$ cat config.mk
export PLATFORM = sky130hd
export DESIGN_NAME = spal_mul
export DESIGN_NICKNAME = d
export VERILOG_FILES = /design/src/spal_pkg.sv /design/src/spal_mul.sv
export SDC_FILE = /design/constraint.sdc
export NUM_CORES = 2
export LEC_CHECK = 0
export ABC_AREA = 0
export BUFFER_PORTS_ARGS = -buffer_cell sky130_fd_sc_hd__buf_2
export CAP_MARGIN = 20
export CORE_ASPECT_RATIO = 1.4
export CORE_UTILIZATION = 50
export DETAILED_ROUTE_END_ITERATION = 8
export GPL_ROUTABILITY_DRIVEN = 0
export HOLD_SLACK_MARGIN = 0.12
export MAX_ROUTING_LAYER = met4
export PLACE_DENSITY = 0.76
export SYNTH_ARGS = -nofsm -noshare
export SYNTH_HDL_FRONTEND = slang
export SYNTH_SLANG_ARGS = --single-unit
$ cat constraint.sdc
create_clock -name clk -period 9.4 [get_ports clk]
set_input_delay 1.41 -clock clk [delete_from_list [all_inputs] [get_ports clk]]
set_output_delay 1.41 -clock clk [all_outputs]
set_load 0.02 [all_outputs]
$ cat src/spal_pkg.sv
// Shared types and constants for the speed profile acceleration limiter.
package spal_pkg;

	localparam int Q_W       = 32;   // Q16.16 word
	localparam int MUL_W     = 33;   // multiplier operand width
	localparam int PROD_W    = 66;   // multiplier product width
	localparam int SQ_IN_W   = 66;   // square root radicand width
	localparam int SQ_ROOT_W = 33;   // square root result width
	localparam int SQ_CNT_W  = 6;
	localparam int REG_IDX_W = 2;
	localparam int TERM_W    = 63;
	localparam int SUM_W     = 64;

	localparam logic [REG_IDX_W-1:0] REG_MAX_ACCEL = 2'd0;
	localparam logic [REG_IDX_W-1:0] REG_MAX_DECEL = 2'd1;

	localparam logic [Q_W-1:0]    ACCEL_RESET = 32'h0001_0000;
	localparam logic [PROD_W-1:0] TERM_LIMIT  = 66'h0_2000_0000_0000_0000; // a*d above 2^61
	localparam logic [TERM_W-1:0] TERM_CAP    = 63'h4000_0000_0000_0000;   // 2^62

	typedef enum logic [1:0] {
		ST_OK        = 2'd0,
		ST_BAD_CFG   = 2'd1,
		ST_NEG_SPEED = 2'd2,
		ST_OVERFLOW  = 2'd3
	} status_t;

	typedef enum logic [4:0] {
		S_IDLE,
		S_START,
		S_INIT,
		S_F_RD,
		S_F_DX,
		S_F_DY,
		S_F_SUM,
		S_F_SEG,
		S_L_AD,
		S_L_PSQ,
		S_L_CSQ,
		S_L_CMP,
		S_L_SQ,
		S_L_WR,
		S_B_RD,
		S_B_LD,
		S_O_RD,
		S_O_LD,
		S_O_WAIT
	} state_t;

endpackage

$ cat src/spal_mul.sv
// Shared 33x33 unsigned multiplier with registered product.
module spal_mul (
	input  logic                        clk,
	input  logic [spal_pkg::MUL_W-1:0]  a,
	input  logic [spal_pkg::MUL_W-1:0]  b,
	output logic [spal_pkg::PROD_W-1:0] prod_q
);

	import spal_pkg::*;

	always_ff @(posedge clk) begin
		prod_q <= PROD_W'(a) * PROD_W'(b);
	end

endmodule

==> reports/metrics.yaml <==
logic_synthesis:
  yosysSeqAreaShare: 0.0361
  synth_nets: 5338
  synth_edf_count: 0
  syn-cell-area_mm2: 0.0366
  synth_top_flop_cell: "dfxtp_1"
  avgSynthCellArea_um2: 9.04
  synthArstFlopShare: 0
  ys_seq_elements: 66
  ys_types: 57
  synth_warnings: 0
  netlist_instances: 4048
cells_and_area:
  final_cell_mix: "inv_1, fa_1, and2_1"
  layoutNonFillerInstCount: 5051
  final_nets: 5378
  nFillCells: 6621
  area_growth_pct: 5.93
  largestRegisters: "prod_q x66"
  multi_input_area_mm2: 0.0306
  drive_above_1_share: 0.0635
  layout_commonest_cell: "inv_1"
  seq_area_mm2: 0.00132
  largest_register_ffs: 66
  regMostFlops: "prod_q"
critical_path:
  cpLargestDelayFamily: "adder cells"
  start_kind: "input pin"
  cp_common_cell: "fa_1"
  crit_buf_inv: 4
  worstPathRequired_ns: 9.68
  cp-end-kind: "register"
  crit_arrival_ns: 9.26
  crit_chain: "buf_2 -> nand2_1 -> fa_1 -> fa_1 -> fa_1 -> fa_1 -> fa_1 -> inv_1 -> fa_1 -> fa_1 -> inv_1 -> fa_1 -> inv_1 -> ha_1 -> nand2_1 -> or4_1 -> or3_1 -> o22ai_1 -> o211a_1 -> o21ai_2 -> nand3b_4 -> o31a_1 -> o21ai_2 -> xor2_1"
  crit_type: "in2reg"
  cp_slowest_cell: "buf_2"
  slowest_delay_ns: 0.58
  path_max_fanout: 33
global_route:
  grt_overflow_total: 0
  grt_use_total: 0.304
  antenna_found_initial: 7
  grt_max_degree: 34
  grt_pass1_wl_um: 164000
  grt_pass1_vias: 30700
run:
  cap_viol_max_count: 0
sta:
  layout_min_cycle_time_ns: 8.99
  fmax_ghz: 0.111
  fin_tns_setup_ns: 0
  finalHoldViolations: 0
  tightest_slew_ns: 0.811
  final_critical_path_setup_slack_ns: 0.413
  final-setup-viol-count: 0
  rsz0062_at_grt: "no"
  drv_slew: 0
  relSlewSlack: 0.459
  fin_crit_sh: 0.956
  hold_ws_ns: 1.71
drt:
  postRouteAntennaNets: 0
  num_vias: 27700
  drt_iter0_drc: 1606
  drt_pass1_iterations: 5
  wirelength_um: 104000
  routedWlPerCell_um: 20.7
  via_per_inst: 5.48
  drcViolationCount: 0
status:
  status: "complete, no violations"
clock_network:
  cts.sinks: 66
  postCtsSetupBuffers: 0
  clk_pin_slew_worst_paths_ns: 0.06
  cts_resized: 0
  cts_hold_buf: 0
  tritoncts: "done"
  cts.htree.levels: 3
  cts_buffers: 9
  cts-root-buf: "clkbuf_16"
  clock_path_buffers: 2
floorplan:
  die_area_mm2: 0.0743
  coreArea_mm2: 0.0726
  io_pins: 133
  fp.dieW_um: 231
  num_rows: 117
  die_h_um: 322
  start_util: 0.504
place:
  io_buffers: 132
  dp_slack_ns: 0.131
  dp_hpwl_um: 87400
  dp.cells: 5029
min_path:
  hold_class: "in2reg"
[metrics by stage]
| step | instance area, um2 | utilization |
|---|---|---|
| 2_1_floorplan | 36600 | - |
| 3_3_place_gp | 38500 | 0.530 |
| 3_5_place_dp | 38500 | 0.530 |
| 4_1_cts | 38800 | 0.534 |
| 5_1_grt | 38800 | 0.534 |
| 6_report | 38800 | 0.534 |
[Yosys cell counts (all sizes together), types with 7 or more instances]
master | number | area share
dfxtp | 66 | 0.036
o21bai | 8 | 0.0016
clkbuf | 209 | 0.021
ha | 265 | 0.091
nor2 | 33 | 0.0034
and3 | 7 | 0.0012
nand3 | 10 | 0.0014
a21oi | 73 | 0.010
and2 | 574 | 0.098
fa | 958 | 0.52
xnor2 | 41 | 0.0098
nand4 | 16 | 0.0027
o21a | 7 | 0.0014
xor2 | 24 | 0.0057
inv | 1049 | 0.11
o21ai | 40 | 0.0057
nand2 | 568 | 0.058
a21o | 31 | 0.0064
[worst paths after layout]
check,depth (start not counted),endpoint,from
max,24,prod_q[58]$_DFF_P_,b[10]
min,3,prod_q[0]$_DFF_P_,b[0]
[logic make-up (layout without fill, tap and decap cells)]
| group | count (synthesis) | after routing | synth area share |
|---|---|---|---|
| AND/OR/NAND/NOR | 1233 | 1233 | 0.170 |
| other | 0 | 6 | 0 |
| adder cells (fa/ha/maj) | 1223 | 1223 | 0.615 |
| flip-flops | 66 | 66 | 0.0361 |
| AO/OA/AOI/OAI | 201 | 201 | 0.0345 |
| XOR/XNOR | 65 | 65 | 0.0156 |
| buffers and inverters | 1260 | 1305 | 0.129 |
[layer usage]
metal,track usage,part of all wire
met3,0.0508,0.069
met5,-,0
met1,0.292,0.30
met2,0.521,0.52
met4,0.282,0.12
[layout make-up]
class | instances | share of cell area
multi-input cells | 2722 | 0.788
clock buffers | 11 | 0.00600
inverters | 1049 | 0.102
clock inverters | 5 | 0.00142
flip-flops and latches | 66 | 0.0341
diodes | 6 | 0.000387
repair buffers | 240 | 0.0379
well taps | 952 | 0.0307
Power is left out: the tool's default activity adds up to more than one toggle a clock period on the data nets, which glitch-free logic cannot reach.
