<file path="config.mk">
export PLATFORM = sky130hd
export DESIGN_NAME = spal_ram
export DESIGN_NICKNAME = d
export VERILOG_FILES = /design/src/spal_ram.sv
export SDC_FILE = /design/constraint.sdc
export NUM_CORES = 2
export LEC_CHECK = 0
export BUFFER_PORTS_ARGS = -buffer_cell sky130_fd_sc_hd__clkbuf_2
export CAP_MARGIN = 0
export CORE_UTILIZATION = 32
export CTS_BUF_LIST = sky130_fd_sc_hd__clkbuf_4 sky130_fd_sc_hd__clkbuf_8
export DETAILED_ROUTE_END_ITERATION = 8
export PLACE_DENSITY_LB_ADDON = 0.08
export SYNTH_ARGS = -nofsm -noshare
export SYNTH_HDL_FRONTEND = slang
export SYNTH_SLANG_ARGS = --single-unit
</file>
<file path="constraint.sdc">
create_clock -name clk -period 5.9 [get_ports clk]
set_clock_uncertainty 0.1 [all_clocks]
set_input_delay 1.18 -clock clk [delete_from_list [all_inputs] [get_ports clk]]
set_output_delay 1.18 -clock clk [all_outputs]
set_load 0.005 [all_outputs]
</file>
<file path="src/spal_ram.sv">
// Generic single write port, single read port RAM with registered read.
module spal_ram #(
	parameter int WIDTH = 32,
	parameter int DEPTH = 64
) (
	input  logic                     clk,
	input  logic                     we,
	input  logic [$clog2(DEPTH)-1:0] waddr,
	input  logic [WIDTH-1:0]         wdata,
	input  logic [$clog2(DEPTH)-1:0] raddr,
	output logic [WIDTH-1:0]         rdata_q
);

	logic [WIDTH-1:0] mem [DEPTH];

	always_ff @(posedge clk) begin
		if (we) begin
			mem[waddr] <= wdata;
		end
		rdata_q <= mem[raddr];
	end

endmodule

</file>
==> summary by stage <==
Outcome
The flow ran to the end, but the final reports show violations. The final reports fail on max-capacitance violations, max-slew violations.

Job
Across the run, the number of max-cap violations was 1.

Floorplanning
The I/O pin count is 78. The x dimension of the die is 497 µm. In this run the vertical extent of the chip is 497 µm. The floorplan has 181 rows. The die covers 247000 µm².

The placeable core area is 244000 µm². The effective utilization at floorplan is 0.322.

Clocking
The master cell of the clock root buffer is sky130_fd_sc_hd__clkbuf_8. The H-tree level count is 5. The clock transition at the register clock pins on the worst setup and hold paths after CTS is 0.06 ns. The number of buffers inserted for hold repair after clock tree synthesis is 0. The clock passes through at most 4 buffers. The clock buffer count from CTS is 371. The later pin in the worst-skew pair is clocked with a latency of 1.04 ns. TritonCTS built the clock tree. CTS saw 2080 sinks. Post-CTS repair changed the size of 0 cells. The number of setup buffers added after CTS is 0.

STA
Setup repair after global routing left no endpoint under its margin. For this run, the top clock speed supported by timing is 0.262 GHz. Measured against its own limit, the worst slew margin works out to -0.0285. The final number of setup-violating endpoints is 0.

Subtracting the final worst setup slack from the clock period gives 3.82 ns. The max-slew violation total from the final report was 2. The final period utilization is 0.648.

In the final timing run, aggregate negative setup slack is 0 ns. The actual slew at the worst max-slew pin is 1.54 ns. The final hold violation count is 0.

Setup path
The data required time at the worst endpoint is 6.67 ns. The largest fanout of any net on the critical path is 59. The endpoint type of the worst setup path is a flop. The kind of critical path is in -> reg. The count of cells along the worst register-to-register path is 5. The critical register-to-register path endpoint is rdata_q[20]. The startpoint of the worst register-to-register path is mem[35][20]. Setup slack on the worst reg-to-reg path comes out at 3.05 ns. Data arrives at the worst endpoint at 4.59 ns. STA classifies the critical path startpoint as an input port.

Power and ir drop
The share of total power dissipated in the clock network is 0.421. Internal power comes to 24.2 mW. Power spread over the standard cell area amounts to 341 nW/µm².

The share of total power dissipated in combinational logic is 0.051. The share of total power dissipated in sequential elements is 0.528. The switching share of total power is 0.224. For this design the total switching power over the nets is 6.98 mW.

The static leakage power is 28.5 nW. The worst IR drop on VDD is 0.000163 V.

Place
The cell total after placement is 6615. Routability-driven placement finished with a final weighted congestion of 0.755. The half-perimeter wire length after detailed placement is 140 mm.

During placement, the flow inserted port buffers numbering 77.

Route
The count of nets left with antenna violations once routing finished came out at 0. The first detailed-routing pass took 5 iterations. Dividing the detail-routed via count by the number of cells gives 5.15. The routed design has 239 mm of wire.

The total via count after detailed routing is 37400. In the final routed layout, each cell accounts on average for 32.9 µm. In this run, the number of DRC markers left after iteration 0 of detailed routing was 3272. The residual DRC count is 0.

Synthesis
Synthesis handed over a netlist of 3324 instances. In this run the mean area of a mapped cell was 23.6 µm². Among all flip-flop cells after synthesis, the most frequent one is sky130_fd_sc_hd__edfxtp_1.

The synthesis-stage register bit count is 2080. The cell area after synthesis is 78500 µm². The synthesis warning total is 0. The post-synthesis sequential area ratio is 0.791. The post-synth net total is 3370.

The number of different library cells in the post-synthesis netlist is 34. Of all flip-flops after synthesis, the portion carrying an async set or reset was 0. The synthesized design contains 2048 enable-type register cells.

Finish
Leaving out fill and tap cells, the most frequent cells in the layout are sky130_fd_sc_hd__edfxtp_1, sky130_fd_sc_hd__mux4_2, sky130_fd_sc_hd__clkbuf_8, sky130_fd_sc_hd__buf_4, sky130_fd_sc_hd__clkbuf_4. The synthesis-to-layout area growth is 16.4%. The non-filler instance count after layout is 7267. The final layout contains 3832 nets.

The flip-flop and latch area is 62100 µm². The area of the multi-input gates is 16000 µm². The fraction of layout instances using a drive strength above 1 is 0.356.

The library cell used most frequently in the layout, excluding fill and tap cells, is sky130_fd_sc_hd__edfxtp_1. The layout has 22000 filler cells.

Global route
The first-pass GRT wire length is 329 mm. The initial antenna violation count is 32. The total global routing overflow is 0.

The aggregate global-route resource usage is 0.193. The via count of the first global-routing pass is 40100. The pin count of the biggest net entering global routing is 65.

Hold path
The type of the most critical hold path is reg -> reg. The cell count of the worst hold path is 4. The start point of the worst min-delay path is mem[28][17]. The worst hold path terminates at rdata_q[17].
==> synthesized netlist by cell type (3+ instances only) <==
cell type	number	area [µm²]
sky130_fd_sc_hd__edfxtp_1	2048	61500
sky130_fd_sc_hd__mux4_2	544	12300
sky130_fd_sc_hd__nor2_1	137	514
sky130_fd_sc_hd__mux2i_1	93	931
sky130_fd_sc_hd__o22ai_1	84	526
sky130_fd_sc_hd__clkbuf_1	74	278
sky130_fd_sc_hd__a21oi_1	62	310
sky130_fd_sc_hd__buf_2	57	285
sky130_fd_sc_hd__dfxtp_1	32	641
sky130_fd_sc_hd__o221ai_1	27	236
sky130_fd_sc_hd__nand2_1	26	97.6
sky130_fd_sc_hd__buf_4	25	188
sky130_fd_sc_hd__buf_1	21	78.8
sky130_fd_sc_hd__nor2b_1	15	93.8
sky130_fd_sc_hd__a22oi_1	12	90.1
sky130_fd_sc_hd__a311oi_1	8	70.1
sky130_fd_sc_hd__nand2b_1	8	50.1
sky130_fd_sc_hd__nor3_1	7	35.0
sky130_fd_sc_hd__buf_6	5	56.3
sky130_fd_sc_hd__nand3_1	5	25.0
sky130_fd_sc_hd__nand3b_1	5	37.5
sky130_fd_sc_hd__a41o_1	4	40.0
sky130_fd_sc_hd__and3_1	4	25.0
sky130_fd_sc_hd__o32ai_1	4	35.0
sky130_fd_sc_hd__or3_1	3	18.8
sky130_fd_sc_hd__or3b_2	3	26.3
==> flip-flops by register name (all words and copies together) (netlist names) <==
register	flops
mem	2048
rdata_q	32
==> per-stage QoR <==
stage                     setup slack, ns  total power [mW]  utilization  area [µm²]  hold slack [ns]
after global routing                 2.10              32.2        0.375       91400            0.604
final                                2.08              31.2        0.375       91400            0.622
after CTS                            2.21              31.6        0.375       91300            0.580
after detailed placement             1.05              18.4        0.346       84200            0.627
after floorplan                      1.46              17.5            -       78500            0.563
after global placement               1.01              18.4        0.346       84200            0.632
==> kinds of logic after synthesis <==
family          Yosys count  synth area share
compound gates          202            0.0167
buf+inv                 182            0.0113
flops                  2080             0.791
mux                     637             0.168
simple gates            223            0.0127
==> worst max-delay path, stage by stage <==
cell and delay, ns:
sky130_fd_sc_hd__buf_8 0.47, sky130_fd_sc_hd__buf_12 0.36, sky130_fd_sc_hd__buf_4 0.44, sky130_fd_sc_hd__mux4_2 0.41
sky130_fd_sc_hd__mux4_2 0.60, sky130_fd_sc_hd__o22ai_1 0.80, sky130_fd_sc_hd__nor2_1 0.14
==> power by group through the flow <==
| stage | clock network, mW | registers [mW] | logic (mW) |
|---|---|---|---|
| final | 13.1 | 16.4 | 1.60 |
| after global routing | 14.1 | 16.4 | 1.70 |
| after CTS | 13.5 | 16.5 | 1.64 |
| after detailed placement | 0 | 16.8 | 1.64 |
| after global placement | 0 | 16.8 | 1.62 |
| after floorplan | 0 | 16.7 | 0.796 |
==> layer usage <==
metal	global-route usage	up-vias	routed length, µm
li1	-	15300	-
met1	0.258	20600	102000
met2	0.320	1129	117000
met3	0.0380	389	13700
met4	0.0544	10	5970
met5	0	-	43
==> area by class of cell <==
class | count | area share
Clock inverter | 141 | 0.00980
Multi-Input combinational cell | 1062 | 0.175
Sequential cell | 2080 | 0.680
Antenna cell | 13 | 0.000356
Timing Repair Buffer | 271 | 0.0230
Clock buffer | 498 | 0.0679
Tap cell | 3202 | 0.0438
==> how the worst max path moves through the flow <==
stage	endpoint	slack, ns	cells after the start	start
2_1_floorplan	mem[48][0]	1.46	4	waddr[3]
3_3_place_gp	rdata_q[16]	1.01	7	raddr[1]
3_5_place_dp	rdata_q[16]	1.05	7	raddr[1]
4_1_cts	rdata_q[16]	2.21	7	raddr[1]
5_1_grt	rdata_q[16]	2.10	7	raddr[1]
6_report	rdata_q[19]	2.08	7	raddr[1]
Power figures use the tool's default switching activity.
