===== src/spal_pkg.sv =====
// Shared types and constants for the speed profile acceleration limiter.
package spal_pkg;

	localparam int Q_W       = 32;   // Q16.16 word
	localparam int MUL_W     = 33;   // multiplier operand width
	localparam int PROD_W    = 66;   // multiplier product width
	localparam int SQ_IN_W   = 66;   // square root radicand width
	localparam int SQ_ROOT_W = 33;   // square root result width
	localparam int SQ_CNT_W  = 6;
	localparam int REG_IDX_W = 2;
	localparam int TERM_W    = 63;
	localparam int SUM_W     = 64;

	localparam logic [REG_IDX_W-1:0] REG_MAX_ACCEL = 2'd0;
	localparam logic [REG_IDX_W-1:0] REG_MAX_DECEL = 2'd1;

	localparam logic [Q_W-1:0]    ACCEL_RESET = 32'h0001_0000;
	localparam logic [PROD_W-1:0] TERM_LIMIT  = 66'h0_2000_0000_0000_0000; // a*d above 2^61
	localparam logic [TERM_W-1:0] TERM_CAP    = 63'h4000_0000_0000_0000;   // 2^62

	typedef enum logic [1:0] {
		ST_OK        = 2'd0,
		ST_BAD_CFG   = 2'd1,
		ST_NEG_SPEED = 2'd2,
		ST_OVERFLOW  = 2'd3
	} status_t;

	typedef enum logic [4:0] {
		S_IDLE,
		S_START,
		S_INIT,
		S_F_RD,
		S_F_DX,
		S_F_DY,
		S_F_SUM,
		S_F_SEG,
		S_L_AD,
		S_L_PSQ,
		S_L_CSQ,
		S_L_CMP,
		S_L_SQ,
		S_L_WR,
		S_B_RD,
		S_B_LD,
		S_O_RD,
		S_O_LD,
		S_O_WAIT
	} state_t;

endpackage


===== src/spal_sqrt.sv =====
// Iterative integer square root, one result bit per cycle.
module spal_sqrt (
	input  logic                           clk,
	input  logic                           arst_n,
	input  logic                           start,
	input  logic [spal_pkg::SQ_IN_W-1:0]   radicand,
	output logic                           busy,
	output logic [spal_pkg::SQ_ROOT_W-1:0] root
);

	import spal_pkg::*;

	localparam int REM_W = SQ_ROOT_W + 3;

	logic [SQ_IN_W-1:0]   rad_q;
	logic [REM_W-1:0]     rem_q;
	logic [SQ_ROOT_W-1:0] root_q;
	logic [SQ_CNT_W-1:0]  cnt_q;
	logic                 busy_q;
	logic [REM_W-1:0]     rem_sh;
	logic [REM_W-1:0]     trial;
	logic                 fits;

	assign rem_sh = {rem_q[REM_W-3:0], rad_q[SQ_IN_W-1 -: 2]};
	assign trial  = {1'b0, root_q, 2'b01};
	assign fits   = rem_sh >= trial;

	always_ff @(posedge clk or negedge arst_n) begin
		if (!arst_n) begin
			busy_q <= 1'b0;
			cnt_q  <= '0;
		end else if (start) begin
			busy_q <= 1'b1;
			cnt_q  <= SQ_CNT_W'(SQ_ROOT_W);
		end else if (busy_q) begin
			cnt_q <= cnt_q - 1'b1;
			if (cnt_q == SQ_CNT_W'(1)) begin
				busy_q <= 1'b0;
			end
		end
	end

	always_ff @(posedge clk) begin
		if (start) begin
			rad_q  <= radicand;
			rem_q  <= '0;
			root_q <= '0;
		end else if (busy_q) begin
			rad_q  <= {rad_q[SQ_IN_W-3:0], 2'b00};
			rem_q  <= fits ? rem_sh - trial : rem_sh;
			root_q <= {root_q[SQ_ROOT_W-2:0], fits};
		end
	end

	assign busy = busy_q;
	assign root = root_q;

endmodule


===== config.mk =====
export PLATFORM = sky130hd
export DESIGN_NAME = spal_sqrt
export DESIGN_NICKNAME = d
export VERILOG_FILES = /design/src/spal_pkg.sv /design/src/spal_sqrt.sv
export SDC_FILE = /design/constraint.sdc
export NUM_CORES = 1
export LEC_CHECK = 0
export BUFFER_PORTS_ARGS = -buffer_cell sky130_fd_sc_hd__buf_2
export CAP_MARGIN = 10
export CORE_UTILIZATION = 35
export DETAILED_ROUTE_END_ITERATION = 12
export RECOVER_POWER = 100
export SLEW_MARGIN = 15
export SYNTH_ARGS = -nofsm -noshare
export SYNTH_HDL_FRONTEND = slang
export SYNTH_SLANG_ARGS = --single-unit

===== constraint.sdc =====
create_clock -name clk -period 2.75 [get_ports clk]
set_clock_uncertainty 0.1 [all_clocks]
set_input_delay 0.4125 -clock clk [delete_from_list [all_inputs] [get_ports clk]]
set_output_delay 0.4125 -clock clk [all_outputs]
set_load 0.02 [all_outputs]

==> flow_summary.toml <==
[power]
vdd_ir_drop_max_mv = 0.524
p_leak_nw = 4.49
cellPowerDensity_nw_per_um2 = 1190

[finish]
final_core_util = 0.491
post-route-cell-area_um2 = 10400
final_cells = 1245
multi_input_area_um2 = 4300
finalNetCount = 1062
fillers = 1986
area_growth_syn_to_layout_pct = 36.4
seq_area_um2 = 3520
drive_gt1_frac = 0.391

[sta]
drv_slew = 0
tns_ns = -1.42
period_minus_slack_ns = 2.85
layout_setup_ws_ns = -0.102
setup_viol = 25
max_slew_margin = 0.324
tightestPinTransition_ns = 1.01
fmax_ghz = 0.351
rsz0062_at_grt = "yes"
hold_violations = 0
fin_crit_sh = 1.04

[outcome]
failed_checks = "negative setup slack"
status = "complete, but fails checks"

[floorplanning]
die_area_um2 = 22400
die_h_um = 150
core_area_um2 = 21200
num_rows = 53
start_util = 0.360
io_pins = 103
die_w_um = 150

[worst_setup_path]
arrival_ns = 3.08
cp_top_family = "compound AO/OA/AOI/OAI gates"
cp_max_fo = 6
worstSetupPathType = "flip-flop to flip-flop"
crit_path_top_delay_cell = "o41a_1"
crit_buf_inv = 3
start_kind = "flip-flop"
cp.required_ns = 2.98
cp_cell_sequence = "inv_4 -> ha_4 -> nor2b_4 -> o31a_1 -> o41a_1 -> o211ai_2 -> o21ai_2 -> a41oi_4 -> buf_6 -> buf_6 -> nand2_2 -> o31a_1 -> a211oi_2"
end_kind = "flip-flop"
slowest_delay_ns = 0.39

[routing]
drt_pass1_iterations = 4
vias_per_cell = 4.92
num_vias = 6120
wire_per_inst_um = 14.6
route.detailed.drc = 0
detail-route-antenna-nets = 0
drt_iter0_drc = 235
routed_wl_um = 18200

[clock_network]
clk_pin_slew_worst_paths_ns = 0.06
cts-htree-levels = 4
tritoncts = "yes"
clockBufferDepth = 2
clkLatencyLatePin_ns = 0.43
cts_buffers = 17
root_buffer = "clkbuf_16"
cts_num_sinks = 140

[global_route]
grt_overflow = 0
first_global_vias = 6148
antenna_found_initial = 0
grt_pass1_wl_um = 29500
grt_start_max_net_pins = 73
track_usage = 0.167

[synthesis]
synth-seq-area-share = 0.457
ys_types = 55
syn-num-nets = 849
synth_seq_cells = 140
netlist_area_um2 = 7650
synthArstFlopShare = 0.0500
synth_cells = 743
synth-main-ff-cell = "dfxtp_1"
synth_edf_count = 66
syn_avg_cell_area_um2 = 10.3
ys_warn_count = 0

[run]
max_cap_viol_count = 0

[placed_design]
dpl-instance-area_um2 = 9340
io_buffers = 102
place_hpwl_um = 12700
dp_cells = 1202
place_ws_ns = -0.266
gp_congestion = 0.822

[min_path]
hold_path_class = "input port to flip-flop"
## sequential cells by signal, summed over array words and instances, names as in the netlist
| name | count |
|---|---|
| busy | 1 |
| cnt_q | 6 |
| rad_q | 66 |
| rem_q | 34 |
| root | 33 |
## worst paths after layout
kind	from	endpoint	slack (ns)	cells past startpoint
min in group asynchronous	arst_n	cnt_q[4]	0.31	2
worst max register to register	root[0]	rem_q[19]	-0.10	13
worst min register to register	rem_q[32]	rem_q[32]	0.39	2
worst max-delay path	root[0]	rem_q[19]	-0.10	13
max in group asynchronous	arst_n	busy	1.93	2
worst min-delay path	radicand[0]	rad_q[0]	0.17	2
## cell usage in the layout, fill, tap and decap left out, drive strengths merged, types with 23 or more instances in the layout
cell type / n
inv: 57
mux2i: 44
edfxtp: 66
nand2: 23
clkbuf: 56
buf: 191
mux2: 66
a211oi: 33
ha: 37
nor2: 101
dfxtp: 67
a21oi: 56
## metrics by stage
stage          hold WS [ns]  power (mW)
2_1_floorplan        0.0169        7.02
5_1_grt               0.153        13.2
3_5_place_dp          0.159        8.88
6_report              0.168        12.4
4_1_cts               0.150        11.4
3_3_place_gp          0.156        8.84
## layout make-up
class | instances | area share
multi-input cells | 519 | 0.413
diodes | 1 | 0.000240
clock inverters | 15 | 0.0143
inverters | 47 | 0.0172
well taps | 275 | 0.0330
flip-flops and latches | 140 | 0.338
clock buffers | 17 | 0.0408
repair buffers | 231 | 0.144
## routing by layer
layer | GRT usage | routed length (um)
met3 | 0.0582 | 1160
met1 | 0.207 | 8160
met4 | 0.0510 | 242
met5 | 0 | 0
met2 | 0.270 | 8620
## Yosys cell counts (5+ instances only)
master | instances | area, um2
xor2_1 | 12 | 105
xnor2_1 | 18 | 158
o21ai_0 | 16 | 80.1
nand2_1 | 23 | 86.3
inv_1 | 47 | 176
dfrtp_1 | 7 | 175
mux2_2 | 66 | 743
edfxtp_1 | 66 | 1980
mux2i_1 | 44 | 440
a21o_1 | 13 | 97.6
dfxtp_1 | 67 | 1340
a21oi_1 | 56 | 280
clkbuf_1 | 26 | 97.6
o21bai_1 | 10 | 75.1
buf_1 | 5 | 18.8
o21a_1 | 5 | 37.5
ha_1 | 37 | 463
nand4_1 | 5 | 31.3
a31oi_1 | 7 | 43.8
a211oi_1 | 33 | 248
nand3_1 | 5 | 25.0
and3_1 | 8 | 50.1
nor2_1 | 101 | 379
nor3_1 | 7 | 35.0
## timing repair
action | 4_1_cts | 5_1_grt
pin swaps | 20 | 43
gates cloned | 1 | 1
resized for setup | 16 | 78
endpoints found under the hold margin | 7 | 0
setup buffers | 4 | 4
endpoints found under the setup margin | 35 | 35
hold buffers | 1 | 0
## report_power, final
group,switching (mW),internal [mW]
Sequential,0.287,2.70
Combinational,3.48,3.65
Clock,1.05,1.21
## cells by family (layout without fill, tap and decap cells)
logic type,after synthesis,in the layout,share of synthesized area
other cells,0,1,0
mux,110,110,0.155
buf+inv,84,310,0.0455
fa+ha+maj,37,37,0.0605
simple gates,174,174,0.101
xor+xnor,30,30,0.0344
compound gates,168,168,0.146
flops,140,140,0.457
(Power assumes the default switching activity.)
